`src/rtl/core/hsps_pkg.sv`:
```
`timescale 1ns / 1ps
// ----------------------------------------------------------------------------
// hsps_pkg
// Shared types, element codes and helpers for the HEVC SPS header parser.
// ----------------------------------------------------------------------------
package hsps_pkg;

  localparam int MAX_SUB_LAYERS = 6;
  localparam logic [4:0] MIN_BYTES = 5'd20;
  localparam logic [5:0] MAX_PREFIX_ZEROS = 6'd16;
  localparam logic [3:0] MAX_SPS_ID = 4'd15;
  localparam logic [1:0] MAX_CHROMA = 2'd3;

  localparam logic [5:0] P_VPS      = 6'd0;
  localparam logic [5:0] P_MAXSUB   = 6'd1;
  localparam logic [5:0] P_NEST     = 6'd2;
  localparam logic [5:0] P_PTLHEAD  = 6'd3;
  localparam logic [5:0] P_PROFILE  = 6'd4;
  localparam logic [5:0] P_COMPAT   = 6'd5;
  localparam logic [5:0] P_FLAGS48  = 6'd6;
  localparam logic [5:0] P_LEVEL    = 6'd7;
  localparam logic [5:0] P_SUBFLAGS = 6'd8;
  localparam logic [5:0] P_RESERVED = 6'd9;
  localparam logic [5:0] P_SUBPROFA = 6'd10;
  localparam logic [5:0] P_SUBPROFB = 6'd11;
  localparam logic [5:0] P_SUBLEVEL = 6'd12;
  localparam logic [5:0] P_SPSID    = 6'd13;
  localparam logic [5:0] P_CHROMA   = 6'd14;
  localparam logic [5:0] P_SEP      = 6'd15;
  localparam logic [5:0] P_WIDTH    = 6'd16;
  localparam logic [5:0] P_HEIGHT   = 6'd17;
  localparam logic [5:0] P_CONFFLAG = 6'd18;
  localparam logic [5:0] P_CONF0    = 6'd19;
  localparam logic [5:0] P_DEPTHL   = 6'd23;
  localparam logic [5:0] P_DEPTHC   = 6'd24;

  localparam logic [2:0] ST_OK        = 3'd0;
  localparam logic [2:0] ST_SHORT     = 3'd1;
  localparam logic [2:0] ST_SUBLAYERS = 3'd2;
  localparam logic [2:0] ST_SPSID     = 3'd3;
  localparam logic [2:0] ST_CHROMA    = 3'd4;
  localparam logic [2:0] ST_DEPTH     = 3'd5;
  localparam logic [2:0] ST_TRUNC     = 3'd6;
  localparam logic [2:0] ST_OVERSIZE  = 3'd7;

  typedef struct packed {
    logic [5:0]  pos;
    logic [5:0]  fbl;
    logic [31:0] acc;
    logic [5:0]  lz;
    logic        sfx;
    logic [2:0]  cnt;
    logic [3:0]  idx;
    logic [5:0]  pbits;
    logic [5:0]  lbits;
    logic [1:0]  chroma;
    logic [4:0]  prof;
    logic [7:0]  lvl;
    logic [15:0] wid;
    logic [15:0] hgt;
    logic [15:0] luma;
    logic [2:0]  err;
    logic        fin;
    logic        pend;
  } parse_t;

  localparam parse_t PARSE_RESET = '0;

  // 0 marks an Exp-Golomb element
  function automatic logic [5:0] elem_width(input logic [5:0] pos, input logic [2:0] cnt);
    logic [5:0] w;
    w = 6'd0;
    case (pos)
      P_VPS:      w = 6'd4;
      P_MAXSUB:   w = 6'd3;
      P_NEST:     w = 6'd1;
      P_PTLHEAD:  w = 6'd3;
      P_PROFILE:  w = 6'd5;
      P_COMPAT:   w = 6'd32;
      P_FLAGS48:  w = 6'd48;
      P_LEVEL:    w = 6'd8;
      P_SUBFLAGS: w = 6'd2;
      P_RESERVED: w = {1'b0, 4'(4'd8 - {1'b0, cnt}), 1'b0};
      P_SUBPROFA: w = 6'd44;
      P_SUBPROFB: w = 6'd44;
      P_SUBLEVEL: w = 6'd8;
      P_SEP:      w = 6'd1;
      P_CONFFLAG: w = 6'd1;
      default:    w = 6'd0;
    endcase
    return w;
  endfunction

endpackage

```
`src/rtl/core/hsps_if.sv`:
```
`timescale 1ns / 1ps
// ----------------------------------------------------------------------------
// hsps_if
// Valid/ready channels for payload bytes in and parse results out.
// ----------------------------------------------------------------------------
interface hsps_in_if;
  logic       valid;
  logic       ready;
  logic [7:0] data_byte;
  logic       last_byte;
  modport source (output valid, output data_byte, output last_byte, input ready);
  modport sink (input valid, input data_byte, input last_byte, output ready);
endinterface

interface hsps_out_if;
  logic        valid;
  logic        ready;
  logic [2:0]  status;
  logic [4:0]  profile_idc;
  logic [7:0]  level_idc;
  logic [15:0] pic_width;
  logic [15:0] pic_height;
  modport source (output valid, output status, output profile_idc, output level_idc,
                  output pic_width, output pic_height, input ready);
  modport sink (input valid, input status, input profile_idc, input level_idc,
                input pic_width, input pic_height, output ready);
endinterface

```
`src/rtl/core/hsps_bit_unit.sv`:
```
`timescale 1ns / 1ps
// ----------------------------------------------------------------------------
// hsps_bit_unit
// Shared parse step: consumes one bit, or takes one element-skip step.
// ----------------------------------------------------------------------------
module hsps_bit_unit (
  input  hsps_pkg::parse_t cur,
  input  logic             resolve,
  input  logic             bit_in,
  output hsps_pkg::parse_t nxt
);

  logic [5:0]  w;
  logic [5:0]  fbl_inc;
  logic [31:0] acc_sh;
  logic [17:0] gsum;
  logic        done;
  logic [31:0] v;

  always_comb begin
    nxt     = cur;
    w       = hsps_pkg::elem_width(cur.pos, cur.cnt);
    fbl_inc = cur.fbl + 6'd1;
    acc_sh  = {cur.acc[30:0], bit_in};
    gsum    = 18'((18'd1 << cur.lz) - 18'd1) + {1'b0, acc_sh[16:0]};
    done    = 1'b0;
    v       = '0;
    if (resolve) begin
      nxt.pend = 1'b0;
      case (cur.pos)
        hsps_pkg::P_SUBFLAGS: begin
          if (cur.idx >= {1'b0, cur.cnt}) begin
            nxt.idx = 4'd0;
            nxt.pos = hsps_pkg::P_RESERVED;
            nxt.pend = 1'b1;
          end
        end
        hsps_pkg::P_RESERVED: begin
          if (cur.cnt == 3'd0) begin
            nxt.pos = hsps_pkg::P_SUBPROFA;
            nxt.pend = 1'b1;
          end
        end
        hsps_pkg::P_SUBPROFA: begin
          nxt.pend = 1'b1;
          if (cur.idx >= {1'b0, cur.cnt}) begin
            nxt.pos = hsps_pkg::P_SPSID;
          end else if (cur.idx[2:0] < 3'd6 && cur.pbits[cur.idx[2:0]]) begin
            nxt.pend = 1'b0;
          end else begin
            nxt.pos = hsps_pkg::P_SUBLEVEL;
          end
        end
        hsps_pkg::P_SUBLEVEL: begin
          if (!(cur.idx[2:0] < 3'd6 && cur.lbits[cur.idx[2:0]])) begin
            nxt.idx = cur.idx + 4'd1;
            nxt.pos = hsps_pkg::P_SUBPROFA;
            nxt.pend = 1'b1;
          end
        end
        hsps_pkg::P_SEP: begin
          if (cur.chroma != 2'd3) begin
            nxt.pos = hsps_pkg::P_WIDTH;
            nxt.pend = 1'b1;
          end
        end
        default: nxt.pend = 1'b0;
      endcase
    end else if (cur.err == hsps_pkg::ST_OK && !cur.fin) begin
      if (w != 6'd0) begin
        nxt.acc = acc_sh;
        nxt.fbl = fbl_inc;
        if (fbl_inc >= w) begin
          done = 1'b1;
          v = acc_sh;
        end
      end else if (!cur.sfx) begin
        if (!bit_in) begin
          nxt.lz = cur.lz + 6'd1;
          if (cur.lz + 6'd1 > hsps_pkg::MAX_PREFIX_ZEROS) nxt.err = hsps_pkg::ST_OVERSIZE;
        end else if (cur.lz == 6'd0) begin
          done = 1'b1;
        end else begin
          nxt.sfx = 1'b1;
          nxt.acc = '0;
          nxt.fbl = 6'd0;
        end
      end else begin
        nxt.acc = acc_sh;
        nxt.fbl = fbl_inc;
        if (fbl_inc >= cur.lz) begin
          if (gsum > 18'd65535) nxt.err = hsps_pkg::ST_OVERSIZE;
          else begin
            done = 1'b1;
            v = {14'd0, gsum};
          end
        end
      end
    end

    if (done) begin
      nxt.pos  = cur.pos + 6'd1;
      nxt.pend = 1'b1;
      nxt.fbl  = 6'd0;
      nxt.acc  = '0;
      nxt.lz   = 6'd0;
      nxt.sfx  = 1'b0;
      case (cur.pos)
        hsps_pkg::P_MAXSUB: begin
          if (v > 32'(hsps_pkg::MAX_SUB_LAYERS)) begin
            nxt.err = hsps_pkg::ST_SUBLAYERS;
          end else begin
            nxt.cnt = v[2:0];
            nxt.idx = 4'd0;
            nxt.pbits = 6'd0;
            nxt.lbits = 6'd0;
          end
        end
        hsps_pkg::P_PROFILE: nxt.prof = v[4:0];
        hsps_pkg::P_LEVEL:   nxt.lvl = v[7:0];
        hsps_pkg::P_SUBFLAGS: begin
          if (v[1] && cur.idx[2:0] < 3'd6) nxt.pbits[cur.idx[2:0]] = 1'b1;
          if (v[0] && cur.idx[2:0] < 3'd6) nxt.lbits[cur.idx[2:0]] = 1'b1;
          nxt.idx = cur.idx + 4'd1;
          nxt.pos = hsps_pkg::P_SUBFLAGS;
        end
        hsps_pkg::P_SUBLEVEL: begin
          nxt.idx = cur.idx + 4'd1;
          nxt.pos = hsps_pkg::P_SUBPROFA;
        end
        hsps_pkg::P_SPSID: begin
          if (v > 32'(hsps_pkg::MAX_SPS_ID)) nxt.err = hsps_pkg::ST_SPSID;
        end
        hsps_pkg::P_CHROMA: begin
          if (v > 32'(hsps_pkg::MAX_CHROMA)) nxt.err = hsps_pkg::ST_CHROMA;
          else nxt.chroma = v[1:0];
        end
        hsps_pkg::P_WIDTH:    nxt.wid = v[15:0];
        hsps_pkg::P_HEIGHT:   nxt.hgt = v[15:0];
        hsps_pkg::P_CONFFLAG: nxt.pos = v[0] ? hsps_pkg::P_CONF0 : hsps_pkg::P_DEPTHL;
        hsps_pkg::P_DEPTHL:   nxt.luma = v[15:0];
        hsps_pkg::P_DEPTHC: begin
          nxt.pend = 1'b0;
          if (v[15:0] != cur.luma) nxt.err = hsps_pkg::ST_DEPTH;
          else nxt.fin = 1'b1;
        end
        default: ;
      endcase
    end
  end

endmodule

```
`src/rtl/core/hevc_sps_header_parser.sv`:
```
`timescale 1ns / 1ps
// ----------------------------------------------------------------------------
// hevc_sps_header_parser
// SPS payload parser: fixed fields and ue(v) codes, one bit per cycle while no skip step is pending.
// ----------------------------------------------------------------------------
// Each byte is taken in the idle state, the only state in which in_if.ready is
// high. Its 8 bits then go through a single shared bit unit, one bit a cycle
// while no skip step is pending. Each completed syntax element is followed by a
// resolve step, and each skipped element or absent sub-layer entry takes one more.
// An emulation-prevention byte (03 after 00 00) is dropped in the idle state and
// never reaches the bit unit. The byte flagged last_byte is followed by a report
// state, held for as long as the previous result beat is still waiting, that
// produces one result beat with the status and the captured profile, level,
// width and height; the parser then resets for the next payload.
module hevc_sps_header_parser (
  input logic        clk,
  input logic        rst_n,
  hsps_in_if.sink    in_if,
  hsps_out_if.source out_if
);

  localparam logic [1:0] S_IDLE   = 2'd0;
  localparam logic [1:0] S_BITS   = 2'd1;
  localparam logic [1:0] S_REPORT = 2'd2;

  logic [1:0]       st_r, st_nxt;
  hsps_pkg::parse_t ps_r, ps_nxt, unit_nxt;
  logic [7:0]       sh_r, sh_nxt;
  logic [2:0]       bc_r, bc_nxt;
  logic             last_r, last_nxt;
  logic [4:0]       byte_cnt_r, byte_cnt_nxt;
  logic [1:0]       zrun_r, zrun_nxt;
  logic             out_valid_r, out_valid_nxt;
  logic [2:0]       status_r, status_nxt;
  logic [4:0]       prof_r, prof_nxt;
  logic [7:0]       lvl_r, lvl_nxt;
  logic [15:0]      wid_r, wid_nxt;
  logic [15:0]      hgt_r, hgt_nxt;
  logic             acc_beat;

  hsps_bit_unit u_unit (
    .cur     (ps_r),
    .resolve (ps_r.pend),
    .bit_in  (sh_r[7]),
    .nxt     (unit_nxt)
  );

  assign in_if.ready        = (st_r == S_IDLE);
  assign acc_beat           = in_if.valid && in_if.ready;
  assign out_if.valid       = out_valid_r;
  assign out_if.status      = status_r;
  assign out_if.profile_idc = prof_r;
  assign out_if.level_idc   = lvl_r;
  assign out_if.pic_width   = wid_r;
  assign out_if.pic_height  = hgt_r;

  always_comb begin
    st_nxt        = st_r;
    ps_nxt        = ps_r;
    sh_nxt        = sh_r;
    bc_nxt        = bc_r;
    last_nxt      = last_r;
    byte_cnt_nxt  = byte_cnt_r;
    zrun_nxt      = zrun_r;
    out_valid_nxt = out_valid_r && !out_if.ready;
    status_nxt    = status_r;
    prof_nxt      = prof_r;
    lvl_nxt       = lvl_r;
    wid_nxt       = wid_r;
    hgt_nxt       = hgt_r;
    case (st_r)
      S_IDLE: begin
        if (acc_beat) begin
          if (byte_cnt_r < hsps_pkg::MIN_BYTES) byte_cnt_nxt = byte_cnt_r + 5'd1;
          if (zrun_r == 2'd2 && in_if.data_byte == 8'h03) begin
            zrun_nxt = 2'd0;
            st_nxt = in_if.last_byte ? S_REPORT : S_IDLE;
          end else begin
            if (in_if.data_byte != 8'h00) zrun_nxt = 2'd0;
            else if (zrun_r != 2'd2) zrun_nxt = zrun_r + 2'd1;
            sh_nxt = in_if.data_byte;
            bc_nxt = 3'd0;
            last_nxt = in_if.last_byte;
            st_nxt = S_BITS;
          end
        end
      end
      S_BITS: begin
        ps_nxt = unit_nxt;
        if (!ps_r.pend) begin
          sh_nxt = {sh_r[6:0], 1'b0};
          bc_nxt = bc_r + 3'd1;
          if (bc_r == 3'd7) st_nxt = last_r ? S_REPORT : S_IDLE;
        end
      end
      S_REPORT: begin
        if (!out_valid_r || out_if.ready) begin
          if (byte_cnt_r < hsps_pkg::MIN_BYTES) status_nxt = hsps_pkg::ST_SHORT;
          else if (ps_r.err != hsps_pkg::ST_OK) status_nxt = ps_r.err;
          else if (ps_r.fin) status_nxt = hsps_pkg::ST_OK;
          else status_nxt = hsps_pkg::ST_TRUNC;
          prof_nxt      = ps_r.prof;
          lvl_nxt       = ps_r.lvl;
          wid_nxt       = ps_r.wid;
          hgt_nxt       = ps_r.hgt;
          out_valid_nxt = 1'b1;
          ps_nxt        = hsps_pkg::PARSE_RESET;
          byte_cnt_nxt  = 5'd0;
          zrun_nxt      = 2'd0;
          st_nxt        = S_IDLE;
        end
      end
      default: st_nxt = S_IDLE;
    endcase
  end

  always_ff @(posedge clk) begin
    if (!rst_n) begin
      st_r        <= S_IDLE;
      ps_r        <= hsps_pkg::PARSE_RESET;
      byte_cnt_r  <= 5'd0;
      zrun_r      <= 2'd0;
      out_valid_r <= 1'b0;
      bc_r        <= 3'd0;
      last_r      <= 1'b0;
    end else begin
      st_r        <= st_nxt;
      ps_r        <= ps_nxt;
      byte_cnt_r  <= byte_cnt_nxt;
      zrun_r      <= zrun_nxt;
      out_valid_r <= out_valid_nxt;
      bc_r        <= bc_nxt;
      last_r      <= last_nxt;
    end
  end

  always_ff @(posedge clk) begin
    sh_r     <= sh_nxt;
    status_r <= status_nxt;
    prof_r   <= prof_nxt;
    lvl_r    <= lvl_nxt;
    wid_r    <= wid_nxt;
    hgt_r    <= hgt_nxt;
  end

endmodule

```
`src/flat_wrapper.sv`:
```
// flat-port wrapper written by rule: the top's interface ports become plain ports
module hevc_sps_header_parser_flat 
  (clk, rst_n, in_if_valid, in_if_data_byte, in_if_last_byte, in_if_ready, out_if_valid, out_if_status, out_if_profile_idc, out_if_level_idc, out_if_pic_width, out_if_pic_height, out_if_ready);
  hsps_in_if in_if_i ();
  hsps_out_if out_if_i ();
  input logic clk;
  input logic rst_n;
  input wire logic [$bits(in_if_i.valid)-1:0] in_if_valid;
  input wire logic [$bits(in_if_i.data_byte)-1:0] in_if_data_byte;
  input wire logic [$bits(in_if_i.last_byte)-1:0] in_if_last_byte;
  output wire logic [$bits(in_if_i.ready)-1:0] in_if_ready;
  output wire logic [$bits(out_if_i.valid)-1:0] out_if_valid;
  output wire logic [$bits(out_if_i.status)-1:0] out_if_status;
  output wire logic [$bits(out_if_i.profile_idc)-1:0] out_if_profile_idc;
  output wire logic [$bits(out_if_i.level_idc)-1:0] out_if_level_idc;
  output wire logic [$bits(out_if_i.pic_width)-1:0] out_if_pic_width;
  output wire logic [$bits(out_if_i.pic_height)-1:0] out_if_pic_height;
  input wire logic [$bits(out_if_i.ready)-1:0] out_if_ready;
  assign in_if_i.valid = in_if_valid;
  assign in_if_i.data_byte = in_if_data_byte;
  assign in_if_i.last_byte = in_if_last_byte;
  assign in_if_ready = in_if_i.ready;
  assign out_if_valid = out_if_i.valid;
  assign out_if_status = out_if_i.status;
  assign out_if_profile_idc = out_if_i.profile_idc;
  assign out_if_level_idc = out_if_i.level_idc;
  assign out_if_pic_width = out_if_i.pic_width;
  assign out_if_pic_height = out_if_i.pic_height;
  assign out_if_i.ready = out_if_ready;
  hevc_sps_header_parser u_core (.clk(clk), .rst_n(rst_n), .in_if(in_if_i), .out_if(out_if_i));
endmodule
```
`config.mk`:
```
export PLATFORM = sky130hd
export DESIGN_NAME = hevc_sps_header_parser_flat
export DESIGN_NICKNAME = d
export VERILOG_FILES = /design/src/rtl/core/hsps_pkg.sv /design/src/rtl/core/hsps_if.sv /design/src/rtl/core/hsps_bit_unit.sv /design/src/rtl/core/hevc_sps_header_parser.sv /design/src/flat_wrapper.sv
export SDC_FILE = /design/constraint.sdc
export NUM_CORES = 1
export LEC_CHECK = 0
export ABC_CLOCK_PERIOD_IN_PS = 11400
export CAP_MARGIN = 20
export CORE_AREA = 5 5 183 185
export CTS_BUF_LIST = sky130_fd_sc_hd__clkbuf_16
export CTS_CLUSTER_SIZE = 25
export DETAILED_ROUTE_END_ITERATION = 8
export DIE_AREA = 0 0 188 190
export DONT_BUFFER_PORTS = 1
export RECOVER_POWER = 100
export SLEW_MARGIN = 0
export SYNTH_ARGS = -nofsm -noshare
export SYNTH_HDL_FRONTEND = slang
export SYNTH_SLANG_ARGS = --single-unit
```
`constraint.sdc`:
```
create_clock -name clk -period 11.4 [get_ports clk]
set_input_delay 3.42 -clock clk [delete_from_list [all_inputs] [get_ports clk]]
set_output_delay 3.42 -clock clk [all_outputs]
set_load 0.05 [all_outputs]
```
* Yosys cells after proc, flatten, opt, wreduce, memory -nomap -nowiden
Index checks and enable logic that the tools add are counted.
** Storage, ports and cells
- Flip-flop bits (word level) :: 207
- Output and inout bits :: 50
** Cells by class
- $add $sub $neg :: 10
- Order comparisons :: 12
- Equality and inequality tests :: 65
- Shift-type cells :: 1
- Multiplexer cells :: 116
- Bitwise logic cells :: 3
- Reductions and logical operators :: 50
** Operator list (number)
- $mux W138 :: 2
- $pmux W138 S2 :: 1
- $mux W32 :: 6
- $mux W38 :: 4
- $mux W45 :: 2
- $mux W6 :: 10
- $pmux W6 S10 :: 1
- $mux W3 :: 19
- $eq A6 B4 Y1 const B :: 8
- $mux W16 :: 3
- $ne A2 B2 Y1 const B :: 18
- $reduce_and A4 Y1 :: 9
- $gt A32 B2 Y1 const B :: 1
- $gt A32 B3 Y1 const B :: 1
- $gt A32 B4 Y1 const B :: 1
- $mux W8 :: 4
- $eq A6 B5 Y1 const B :: 5
- $pmux W6 S5 :: 1
- $mux W2 :: 14
- $ne A3 B3 Y1 const B :: 9
- $eq A6 B3 Y1 const B :: 4
- $mux W1 :: 24
- $pmux W12 S2 :: 1
- $mux W5 :: 4
- 66 further kinds :: 105

* Depth between registers and ports, before layout
- Depth in word-level cells :: 15
- Mapped depth :: 22
- Mapped depth without buffers :: 19

* Cells and area by module
Synthesis repeated with hierarchy kept, for this count alone.
** Unflattened totals
- Cells, all modules :: 1708
- Area total of the unflattened synthesis :: 13143.9 µm²
** Modules (own cells, without submodules)
- hevc_sps_header_parser :: times used 1, cells each 798, area an instance 7558.5 µm²
- hsps_bit_unit :: times used 1, cells each 910, area an instance 5585.4 µm²

* Worst setup path after synthesis
OpenSTA, ideal clock, no wires.
- Path type :: input to register
- From :: input port out_if_ready
- To :: register u_core.lvl_r[0], in the netlist u_core.out_if.level_idc[0] (enable)
- Library setup time :: 0.454 ns
- Data arrival time :: 5.522 ns
- Path slack :: 5.424 ns
- Stages on the path :: 2
- Cells stage by stage :: nor2b_1 > nor2_1
** On the way
- Word-level cells in the longest chain between the ends :: 2
** Ends and longest elaborated chain
- from (decl) :: line flat_wrapper.sv:18 : input wire logic [$bits(out_if_i.ready)-1:0] out_if_ready;
- $logic_or A1 B1 Y1 :: line hevc_sps_header_parser.sv:97 : if (!out_valid_r || out_if.ready) begin
- $reduce_and A2 Y1 (no line)
- to (signal assigned) :: line hevc_sps_header_parser.sv:141 : lvl_r <= lvl_nxt;
- to (decl) :: line hevc_sps_header_parser.sv:36 : logic [7:0] lvl_r, lvl_nxt;
No other way between the ends.
A chain may end at the register's enable or synchronous reset.

==> run metrics <==
met3 WL 1710 um; Worst slew margin -114%; worst skew pair latency 0.53 ns; average size of a mapped cell between 8 and 9 um2; CP Cell Sequence clkinvlp_2 > clkbuf_1 > a211oi_1 > o22ai_1 > a21oi_1; post-route setup TNS 0 ns; setup repair after global routing missed its margin no; Synth cell types 99; Hold-fix buffers, CTS 0; core area 0.0319 mm2; GRT Total Usage 18.5%; initial detailed-routing violation count 831; WL/cell 18.7 um; initial antenna violation count 0; area delta synth->final 7.64%; clock tree buffer depth 3; Finished Cell Area 0.0134 mm2; period utilization 62.6%; Hold Crit Class flip-flop to flip-flop; ys async rst share 0%; # clock sinks around 210; io pins 63; Final Max Slew Viols 226; drt first pass iters 5; Top FF cell, synth dfxtp_1; Die Y 190 um; PortBufs 0; Setup crit start kind input port; H-Tree Depth 1; GPL Wtd Cong 0.927; DIE WIDTH 188 um; worst-path maximum fanout 71; final design utilization 42.1%; Fin. Hold Viols 0; largest net degree at the start of global routing about 70; slowest cell delay on critical path 2.36 ns; CTS resizes 0; CTS Buf Count 23; static leakage 4.97 nW; clk root buf clkbuf_16; fmax 140 MHz; detailed-route via count 10.6k; Vias/cell 5.79; measured slew at the worst slew-check pin 3.21 ns; WP data required 11.78 ns; status finished, violations left; post-place instance area 0.0127 mm2; post-synthesis sequential area ratio a little under two fifths; met2 wire length 15,100 um; Final min period 7.14 ns; highest metal used met4; CTS tree yes; Post-synth EDFFs 56; number of post-CTS setup repair buffers 0; Synth Cell Area 0.0125 mm2; vias in the first global route about 10k; Inserted Diodes 0; initial core utilization around two fifths; DRT met1 WL 16,200 um; Remaining DRCs 0; worst vdd ir 0.147 mV; YS warnings 0; clock-pin slew on the worst setup and hold paths 0.06 ns; cells after synthesis 1,439; crit end category flip-flop; failing checks capacitance limit, slew limit; first-pass GRT wire length 55,100 um; filler instances 3,162; FF+latch count, synth 207; Power Total a little under 4 mW; layout cells sized above 1 about 6.8%; slowest CP cell clkbuf_1; final WL 34,100 um; max cap viols 5; Worst Path Class, Setup input port to flip-flop; clk_skew approximately 0.013 ns; Hold Slack 0.429 ns; number of routed nets with antenna violations 0; Mapped Nets between 1.5k and 2k; Post-DP HPWL 24,900 um; CP arrival approximately 7.5 ns; nets 1,484; die area 0.0357 mm2; global route overflow 0; row count 66; Pwr per Cell Area 296 mW/mm2; setup violators final 0
## logic make-up after synthesis
group                    synth area share, %
buffers and inverters                   6.03
flip-flops                              37.7
AND/OR/NAND/NOR                         20.3
multiplexers                            6.43
AO/OA/AOI/OAI                           20.5
adder cells (fa/ha/maj)                 7.08
XOR/XNOR                                1.91
## registers in the layout, summed over array words and instances, names as in the netlist
name and cells:
u_core.ps_r 137, u_core.out_if.pic_height 16, u_core.out_if.pic_width 16, u_core.out_if.level_idc 8, u_core.sh_r 8, u_core.byte_cnt_r 5, u_core.out_if.profile_idc 5, u_core.bc_r 3
u_core.out_if.status 3, u_core.st_r 2, u_core.zrun_r 2, u_core.last_r 1, u_core.out_if.valid 1
## through the flow
stage	setup WS, ns	instances
4_1_cts	5.73	1825
3_3_place_gp	5.36	1781
6_report	4.26	1826
5_1_grt	3.88	1826
3_5_place_dp	5.37	1783
2_1_floorplan	5.42	1439
## path summary, 6_finish.rpt
check	from	endpoint	slack, ns	depth (start not counted)
hold / removal	u_core.ps_r[41]	u_core.out_if.pic_width[4]	0.43	0
setup / recovery	rst_n	u_core.ps_r[4]	4.26	5
hold reg to reg	u_core.ps_r[41]	u_core.out_if.pic_width[4]	0.43	0
setup reg to reg	u_core.ps_r[135]	u_core.ps_r[133]	5.02	14
## synth_stat cells (6+ instances only)
cell	n	area, um2
clkbuf_1	41	154
and4_1	6	52.6
nor2b_1	13	81.3
nand2b_1	9	56.3
o21ai_0	45	225
nor2_1	129	484
dfxtp_1	151	3020
o31ai_1	11	82.6
a31oi_1	15	93.8
xor2_1	10	87.6
and3_1	12	75.1
ha_1	69	863
a21o_1	10	75.1
nand2_1	138	518
nor3_1	26	130
o2111ai_1	8	70.1
nand3_1	78	390
nor4_1	16	100
xnor2_1	14	123
a22o_1	6	52.6
a22oi_1	9	67.6
edfxtp_1	56	1680
a21oi_1	109	546
o211ai_1	8	60.1
buf_2	22	110
o211a_1	8	80.1
nand4_1	16	100
mux2_2	9	101
a211oi_1	28	210
buf_4	8	60.1
o22ai_1	9	56.3
inv_1	98	368
o21a_1	15	113
and2_1	13	81.3
mux2i_1	70	701
buf_1	6	22.5
or3_1	12	75.1
## report_power, final
part	switching [mW]	leakage [nW]	internal [mW]
Clock	0.321	0.369	0.412
Combinational	1.42	2.86	0.709
Sequential	0.207	1.75	0.898
Total	1.95	4.97	2.02
## cells in the final DEF (no fill, tap or decap), drive strengths merged, types with 7 or more instances in the layout
| master | instances |
|---|---|
| dfxtp | 151 |
| o211a | 8 |
| a2111oi | 7 |
| o21a | 15 |
| and2 | 13 |
| inv | 102 |
| o21ai | 52 |
| o22ai | 9 |
| buf | 11 |
| a31oi | 15 |
| a211oi | 30 |
| a21oi | 115 |
| edfxtp | 56 |
| nand3 | 79 |
| nand2 | 141 |
| nor2 | 131 |
| a22oi | 9 |
| clkinv | 11 |
| xnor2 | 15 |
| o211ai | 10 |
| or3 | 13 |
| ha | 69 |
| nor3 | 30 |
| a21o | 10 |
| xor2 | 10 |
| mux2 | 9 |
| nor4 | 19 |
| o31ai | 12 |
| mux2i | 70 |
| nand2b | 9 |
| nand4 | 16 |
| o2111ai | 8 |
| and3 | 12 |
| nor2b | 13 |
| clkbuf | 30 |
## worst max-delay path, delay by kind of cell
| kind | cells | cell delay, ns |
|---|---|---|
| buffers and inverters | 2 | 3.56 |
| AOI/OAI and AO/OA | 3 | 0.47 |
## routing by layer
metal	track usage (%)	vias to the layer above
met5	0	-
met4	5.82	0
met3	2.68	69
met2	29.4	276
met1	26.3	5060
li1	-	5175
## layout make-up
class	instances	area [um2]	share of cell area [%]
Clock buffer	24	601	4.47
Clock inverter	18	149	1.11
Inverter	99	373	2.78
Multi-Input combinational cell	1053	6980	52.0
Sequential cell	207	4700	35.1
Tap cell	408	510	3.80
Timing Repair Buffer	17	109	0.811
(Power assumes the default switching activity.)
